===== src/design/kbsv_pkg.sv =====
package kbsv_pkg;

  // Build constants
  localparam int NUM_KEYS   = 12;
  localparam int PHASE_BITS = 32;
  localparam int ROM_KEYS   = 12;
  localparam int KEY_LIMIT  = (NUM_KEYS < ROM_KEYS) ? NUM_KEYS : ROM_KEYS;

  localparam int CFG_IDX_W  = 2;
  localparam int CFG_DATA_W = 4;

  // Register indexes
  localparam logic [CFG_IDX_W-1:0] CFG_VOLUME_MAX = CFG_IDX_W'(0);
  localparam logic [CFG_IDX_W-1:0] CFG_VOLUME_MIN = CFG_IDX_W'(1);

  // Request opcodes
  localparam logic OP_TICK = 1'b0;
  localparam logic OP_SCAN = 1'b1;

  // Knob transition codes, previous pair over current pair
  localparam logic [3:0] KNOB_UP_A   = 4'h1;
  localparam logic [3:0] KNOB_UP_B   = 4'hE;
  localparam logic [3:0] KNOB_DOWN_A = 4'h4;
  localparam logic [3:0] KNOB_DOWN_B = 4'hB;

  localparam logic [3:0] VOLUME_FULL = 4'd8;
  localparam logic [3:0] VOLUME_RESET_MAX = 4'd8;
  localparam logic [3:0] VOLUME_RESET_MIN = 4'd0;

  typedef logic [PHASE_BITS-1:0] phase_t;
  typedef logic [3:0]            volume_t;

  typedef struct packed {
    logic        opcode;
    logic [11:0] key_bits;
    logic [1:0]  knob_bits;
  } in_req_t;

  typedef struct packed {
    logic [7:0] sample_value;
    volume_t    volume_level;
  } out_res_t;

  typedef struct packed {
    phase_t     phase;
    phase_t     step;
    volume_t    volume;
    logic [1:0] prev_knob;
  } voice_state_t;

  typedef struct packed {
    logic rd_en;
    logic wr_en;
  } mem_ctrl_t;

  // Equal-tempered note steps, key 9 is A440 at 22 kHz
  function automatic logic [31:0] note_step(input logic [3:0] idx);
    logic [31:0] s;
    case (idx)
      4'd0:    s = 32'd51076056;
      4'd1:    s = 32'd54113197;
      4'd2:    s = 32'd57330935;
      4'd3:    s = 32'd60740009;
      4'd4:    s = 32'd64351798;
      4'd5:    s = 32'd68178356;
      4'd6:    s = 32'd72232452;
      4'd7:    s = 32'd76527617;
      4'd8:    s = 32'd81078186;
      4'd9:    s = 32'd85899345;
      4'd10:   s = 32'd91007186;
      4'd11:   s = 32'd96418755;
      default: s = 32'd0;
    endcase
    return s;
  endfunction

endpackage


===== src/design/kbsv_state_mem.sv =====
module kbsv_state_mem (
  input  logic                   clk,
  input  logic                   rst_n,
  input  kbsv_pkg::mem_ctrl_t    ctrl,
  input  kbsv_pkg::voice_state_t wr_data,
  output kbsv_pkg::voice_state_t rd_data
);

  kbsv_pkg::voice_state_t state_mem_r [1];
  kbsv_pkg::voice_state_t rd_data_r;
  logic                   vld_r;

  // Entry valid flag: an unwritten entry reads as the reset state
  always_ff @(posedge clk) begin
    if (!rst_n) begin
      vld_r <= 1'b0;
    end else if (ctrl.wr_en) begin
      vld_r <= 1'b1;
    end
  end

  // Write port
  always_ff @(posedge clk) begin
    if (ctrl.wr_en) begin
      state_mem_r[0] <= wr_data;
    end
  end

  // Registered read, forward a write landing on the same edge
  always_ff @(posedge clk) begin
    if (ctrl.rd_en) begin
      if (ctrl.wr_en) begin
        rd_data_r <= wr_data;
      end else if (vld_r) begin
        rd_data_r <= state_mem_r[0];
      end else begin
        rd_data_r <= '0;
      end
    end
  end

  assign rd_data = rd_data_r;

endmodule


===== src/design/kbsv_update.sv =====
module kbsv_update (
  input  kbsv_pkg::in_req_t      req,
  input  kbsv_pkg::voice_state_t cur,
  input  kbsv_pkg::volume_t      volume_max,
  input  kbsv_pkg::volume_t      volume_min,
  output kbsv_pkg::voice_state_t nxt,
  output kbsv_pkg::out_res_t     res
);

  logic [3:0]           knob_code;
  logic signed [5:0]    vol_sum;
  kbsv_pkg::volume_t    vol_scan;
  kbsv_pkg::phase_t     step_sel;
  kbsv_pkg::phase_t     phase_sum;
  logic [7:0]           top;
  logic [3:0]           shift;
  logic [7:0]           mag;
  logic [7:0]           sample;

  // Decode the knob and clamp the volume
  always_comb begin
    knob_code = {cur.prev_knob, req.knob_bits};
    vol_sum   = $signed({2'b00, cur.volume});
    if (knob_code == kbsv_pkg::KNOB_UP_A || knob_code == kbsv_pkg::KNOB_UP_B) begin
      vol_sum = vol_sum + 6'sd1;
    end else if (knob_code == kbsv_pkg::KNOB_DOWN_A ||
                 knob_code == kbsv_pkg::KNOB_DOWN_B) begin
      vol_sum = vol_sum - 6'sd1;
    end
    if (vol_sum > $signed({2'b00, volume_max})) begin
      vol_scan = volume_max;
    end else if (vol_sum < $signed({2'b00, volume_min})) begin
      vol_scan = volume_min;
    end else begin
      vol_scan = vol_sum[3:0];
    end
  end

  // Highest pressed key picks the step
  always_comb begin
    step_sel = '0;
    for (int i = 0; i < kbsv_pkg::KEY_LIMIT; i++) begin
      if (!req.key_bits[i]) begin
        step_sel = kbsv_pkg::phase_t'(kbsv_pkg::note_step(4'(i)) >>
                                      (32 - kbsv_pkg::PHASE_BITS));
      end
    end
  end

  // Advance the phase and scale the recentred top byte
  always_comb begin
    phase_sum = cur.phase + cur.step;
    top       = phase_sum[kbsv_pkg::PHASE_BITS-1 -: 8];
    shift     = (cur.volume >= kbsv_pkg::VOLUME_FULL) ? 4'd0
                                                      : kbsv_pkg::VOLUME_FULL - cur.volume;
    if (!top[7]) begin
      mag    = 8'd127 - top;
      sample = 8'd127 - (mag >> shift);
    end else begin
      mag    = top - 8'd128;
      sample = 8'd128 + (mag >> shift);
    end
  end

  // Merge the two kinds of request
  always_comb begin
    nxt = cur;
    res.sample_value = 8'd0;
    if (req.opcode == kbsv_pkg::OP_SCAN) begin
      nxt.volume    = vol_scan;
      nxt.prev_knob = req.knob_bits;
      nxt.step      = step_sel;
    end else begin
      nxt.phase        = phase_sum;
      res.sample_value = sample;
    end
    res.volume_level = nxt.volume;
  end

endmodule


===== src/design/keyboard_sawtooth_voice_unit.sv =====
// A request waits in the request stage for its state read, then its result goes to the
// output register. One request per cycle unless the output stalls; the voice state word
// is read on accept and written back with the result; the write forwards into the read.
// Reset (rst_n low, synchronous): pipeline and output empty, volume limits
// back to 8 and 0, voice state reads as zero until first written.
module keyboard_sawtooth_voice_unit (
  input  logic                                clk,
  input  logic                                rst_n,
  input  logic                                in_valid,
  output logic                                in_stall,
  input  kbsv_pkg::in_req_t                   in_req,
  output logic                                out_valid,
  input  logic                                out_stall,
  output kbsv_pkg::out_res_t                  out_res,
  input  logic                                cfg_we,
  input  logic [kbsv_pkg::CFG_IDX_W-1:0]      cfg_index,
  input  logic [kbsv_pkg::CFG_DATA_W-1:0]     cfg_wdata
);

  kbsv_pkg::volume_t      volume_max_r;
  kbsv_pkg::volume_t      volume_min_r;
  logic                   s1_valid_r;
  logic                   s1_valid_nxt;
  kbsv_pkg::in_req_t      s1_req_r;
  logic                   out_valid_r;
  kbsv_pkg::out_res_t     out_res_r;
  logic                   in_accept;
  logic                   out_free;
  logic                   fire;
  kbsv_pkg::mem_ctrl_t    mem_ctrl;
  kbsv_pkg::voice_state_t state_cur;
  kbsv_pkg::voice_state_t state_nxt;
  kbsv_pkg::out_res_t     res_nxt;

  // Handshake
  assign out_free  = !out_valid_r || !out_stall;
  assign fire      = s1_valid_r && out_free;
  assign in_stall  = s1_valid_r && !out_free;
  assign in_accept = in_valid && !in_stall;
  assign s1_valid_nxt = in_accept || (s1_valid_r && !fire);

  assign mem_ctrl.rd_en = in_accept;
  assign mem_ctrl.wr_en = fire;

  // Volume limit registers
  always_ff @(posedge clk) begin
    if (!rst_n) begin
      volume_max_r <= kbsv_pkg::VOLUME_RESET_MAX;
      volume_min_r <= kbsv_pkg::VOLUME_RESET_MIN;
    end else if (cfg_we) begin
      case (cfg_index)
        kbsv_pkg::CFG_VOLUME_MAX: volume_max_r <= cfg_wdata;
        kbsv_pkg::CFG_VOLUME_MIN: volume_min_r <= cfg_wdata;
        default: ;
      endcase
    end
  end

  // Request stage, waits for the state read
  always_ff @(posedge clk) begin
    if (!rst_n) begin
      s1_valid_r <= 1'b0;
    end else begin
      s1_valid_r <= s1_valid_nxt;
    end
  end

  always_ff @(posedge clk) begin
    if (in_accept) begin
      s1_req_r <= in_req;
    end
  end

  // Output register, hold while stalled
  always_ff @(posedge clk) begin
    if (!rst_n) begin
      out_valid_r <= 1'b0;
    end else if (fire) begin
      out_valid_r <= 1'b1;
    end else if (!out_stall) begin
      out_valid_r <= 1'b0;
    end
  end

  always_ff @(posedge clk) begin
    if (fire) begin
      out_res_r <= res_nxt;
    end
  end

  kbsv_state_mem u_state_mem (
    .clk     (clk),
    .rst_n   (rst_n),
    .ctrl    (mem_ctrl),
    .wr_data (state_nxt),
    .rd_data (state_cur)
  );

  kbsv_update u_update (
    .req        (s1_req_r),
    .cur        (state_cur),
    .volume_max (volume_max_r),
    .volume_min (volume_min_r),
    .nxt        (state_nxt),
    .res        (res_nxt)
  );

  assign out_valid = out_valid_r;
  assign out_res   = out_res_r;

endmodule


===== config.mk =====
export PLATFORM = sky130hd
export DESIGN_NAME = keyboard_sawtooth_voice_unit
export DESIGN_NICKNAME = d
export VERILOG_FILES = /design/src/design/kbsv_pkg.sv /design/src/design/kbsv_state_mem.sv /design/src/design/kbsv_update.sv /design/src/design/keyboard_sawtooth_voice_unit.sv
export SDC_FILE = /design/constraint.sdc
export NUM_CORES = 1
export LEC_CHECK = 0
export BUFFER_PORTS_ARGS = -buffer_cell sky130_fd_sc_hd__clkbuf_2
export CAP_MARGIN = 40
export CORE_UTILIZATION = 50
export CTS_CLUSTER_DIAMETER = 150
export DETAILED_ROUTE_END_ITERATION = 7
export PLACE_DENSITY_LB_ADDON = 0.1
export REMOVE_ABC_BUFFERS = 1
export SYNTH_ARGS = -nofsm -noshare
export SYNTH_HDL_FRONTEND = slang
export SYNTH_SLANG_ARGS = --single-unit

===== constraint.sdc =====
create_clock -name clk -period 5.4 [get_ports clk]
set_clock_uncertainty 0.1 [all_clocks]
set_input_delay 1.08 -clock clk [delete_from_list [all_inputs] [get_ports clk]]
set_output_delay 1.08 -clock clk [all_outputs]
set_load 0.01 [all_outputs]

==> run_results.csv <==
group,metric,value,unit
clock_network,cts_buffers,17,
clock_network,clockBufferDepth,2,
power_and_ir_drop,pwr-share-seq,0.460,
critical_path,startpoint,"u_state_mem.rd_data[2]",
clock_network,tritoncts,"yes",
synthesis,synth_top_cells_by_area,"edfxtp_1 (47%), nand2_1 (6.3%), ha_1 (4.8%)",
sta,setup_violations,0,
synthesis,ys_ff_latch,174,
grt,grt_pass1_wl,39700,µm
drt,drtIter0Drc,599,
floorplanning,fp-row-count,52,
grt,grt_usage,0.234,
placement,place.gp.congestion,0.887,
synthesis,netlist_area,10500,µm²
sta,tightest_slew,0.911,ns
critical_path,cp-end-kind,"flop",
grt,grt_pass1_vias,7419,
floorplanning,dieWidth,147,µm
worst_hold_path,hp-class,"flop to flop",
clock_network,cts_resized,0,
power_and_ir_drop,power_density,323,nW/µm²
flow_run,drv_cap,0,
cells_and_area,final_util,0.555,
worst_hold_path,hp-start,"volume_min_r[1]",
cells_and_area,area_growth_syn_to_layout,7.99,%
sta,maxSlewViolCount,0,
critical_path,path_class,"flop to flop",
clock_network,postCtsSetupBuffers,0,
placement,place_area,10800,µm²
clock_network,cts_sinks,174,
clock_network,clk_latency,0.44,ns
sta,finalHoldViolCount,0,
synthesis,ys_async_sr_fraction,0,
critical_path,critPathLaunchType,"flop",
drt,top_layer,"met4",
drt,met1_length,12500,µm
power_and_ir_drop,leakagePower,0.00450,µW
synthesis,synth_top_area_frac,0.466,
floorplanning,pin_count,40,
power_and_ir_drop,fin_total_pwr,3660,µW
drt,wl_per_cell,17.9,µm
drt,routed_via_density,5.91,
clock_network,cts_max_level,4,
power_and_ir_drop,p_int,2530,µW
power_and_ir_drop,switching_share,0.307,
cells_and_area,diodes,0,
critical_path,arrival,4.09,ns
power_and_ir_drop,p_sw,1120,µW
synthesis,synth_cell_types,85,
grt,overflow,0,
drt,ant_nets,0,
synthesis,synthCells,1069,
clock_network,cts-root-buf,"clkbuf_16",
drt,route.met2.wl,10300,µm
floorplanning,dieArea,21600,µm²
grt,grt_max_degree,85,
placement,dpl.hpwl,16200,µm
cells_and_area,finish.instance_area,11300,µm²
power_and_ir_drop,combPwrFrac,0.207,
sta,slew_headroom,0.393,
clock_network,clk_pin_slew_worst_paths,0.08,ns
power_and_ir_drop,ir_worst_vdd,206,µV
critical_path,critPathRequiredTime,5.46,ns
floorplanning,initial_core_util,0.514,
sta,post-route-min-period,4.03,ns
cells_and_area,final_nets,1133,
grt,antenna_found_initial,0,
critical_path,reg2reg_from,"u_state_mem.rd_data[2]",
drt,wirelength,24200,µm
sta,finalCritPeriodShare,0.747,
synthesis,yosys_warnings,0,
power_and_ir_drop,p_clk_frac,0.333,
synthesis,yosysTopAreaCell,"edfxtp_1",
run_status,status,"complete, no violations",
sta,rsz0062_at_grt,"false",
synthesis,synth_edf_count,163,
sta,timing.fmax,0.248,GHz
drt,via_count,7977,
drt,wl_met3,1100,µm
clock_network,cts-hold-fix-buffers,0,
placement,port_buffers,39,
synthesis,ys_seq_area_frac,0.487,
synthesis,synth_ff_type,"edfxtp_1",
floorplanning,core_area,20400,µm²
placement,placed_cells,1317,
cells_and_area,final_cells,1349,
cells_and_area,n_fill_cell,1864,
critical_path,r2r_slack,1.37,ns
floorplanning,dieHeight,147,µm
drt,drc,0,
cells_and_area,drive_gt1_frac,0.110,
synthesis,avgSynthCellArea,9.82,µm²
critical_path,cp_max_fo,8,
drt,firstDrtPassIters,5,
==> critical path, stage by stage, from the launching register on <==
cell and delay [ns]:
edfxtp_1 0.50, inv_1 0.13, ha_1 0.44, nand2b_1 0.14
o22ai_1 0.06, nand2_1 0.07, o21ai_0 0.08, a221oi_1 0.42
ha_1 0.34, nor2b_1 0.14, o21a_1 0.16, o21a_1 0.17
o21ai_0 0.19, o21ai_1 0.16, and2_0 0.27, a211oi_1 0.27
o31ai_1 0.12
==> cell usage after synthesis (10+ instances only) <==
master and number:
o21ai_0 78, ha_1 40, a211oi_1 10, inv_1 31, nor2_1 61, clkbuf_1 47
xnor2_1 18, dfxtp_1 11, nand3_1 34, nand2_1 176, a21oi_1 79, a31oi_1 13
nor2b_1 18, nor3_1 12, mux2_2 10, o211ai_1 19, nand4_1 13, a21o_1 34
and3_1 32, o31ai_1 14, edfxtp_1 163
==> worst paths after layout <==
kind         cells past startpoint                       endpoint
max                             16  u_state_mem.state_mem_r[0][5]
min                              2                volume_min_r[1]
max reg2reg                     16  u_state_mem.state_mem_r[0][5]
min reg2reg                      2                volume_min_r[1]
==> power groups by stage <==
stage               clock network [µW]  registers [µW]  logic [µW]
floorplan                            0            1700         559
global placement                     0            1710         743
detailed placement                   0            1710         750
CTS                               1240            1680         754
global route                      1290            1690         849
finish                            1220            1680         757
==> cell type report <==
type,instances,area (µm²),area share
flip-flops and latches,174,5120,0.451
multi-input cells,793,4900,0.432
clock buffers,20,457,0.0403
well taps,270,338,0.0298
repair buffers,48,275,0.0243
inverters,32,125,0.0110
clock inverters,12,123,0.0108
==> placed cells by master (no fill, tap or decap), types with 6 or more instances in the layout <==
| cell type | count |
|---|---|
| mux2i_1 | 9 |
| a21oi_1 | 79 |
| nand2b_1 | 8 |
| nand2_1 | 175 |
| o21ai_0 | 78 |
| xor2_1 | 9 |
| edfxtp_1 | 163 |
| clkbuf_16 | 17 |
| nor3_1 | 12 |
| nand3_1 | 34 |
| ha_1 | 40 |
| nor2b_1 | 17 |
| a31oi_1 | 13 |
| a21boi_0 | 6 |
| dfxtp_1 | 10 |
| o21a_1 | 9 |
| o31ai_1 | 14 |
| a211oi_1 | 10 |
| mux2_2 | 10 |
| o211ai_1 | 19 |
| buf_4 | 8 |
| clkbuf_2 | 39 |
| nor2_1 | 61 |
| inv_1 | 30 |
| xnor2_1 | 18 |
| nand4_1 | 13 |
| a21o_1 | 34 |
| and3_1 | 32 |
==> registers in the layout, indices dropped and copies added, names as in the netlist <==
name / cells
volume_max_r: 4
s1_valid_r: 1
u_state_mem.state_mem_r: 67
out_valid: 1
volume_min_r: 4
out_res: 11
u_state_mem.rd_data: 70
s1_req_r: 15
u_state_mem.vld_r: 1
==> through the flow <==
step / setup WS [ns] / hold WS (ns) / setup TNS [ns]
6_report: 1.37 / 0.429 / 0
5_1_grt: 1.02 / 0.472 / 0
4_1_cts: 1.40 / 0.432 / 0
3_5_place_dp: 1.44 / 0.410 / 0
3_3_place_gp: 1.58 / 0.406 / 0
2_1_floorplan: -0.308 / 0.373 / -27.11
==> metal layers <==
metal,track usage,up-vias
met5,0,-
met4,0.0625,0
met3,0.0351,21
met2,0.345,213
met1,0.356,3793
li1,-,3950
==> kinds of logic after synthesis <==
logic type | Yosys count | synth area share
AOI/OAI and AO/OA | 324 | 0.203
and+or+nand+nor | 380 | 0.168
adders and majority gates | 41 | 0.0496
xor gates and xnor gates | 28 | 0.0241
muxes | 20 | 0.0215
buffers and inverters | 102 | 0.0467
DFF | 174 | 0.487
Note: power is estimated with default switching activity, not from simulation.
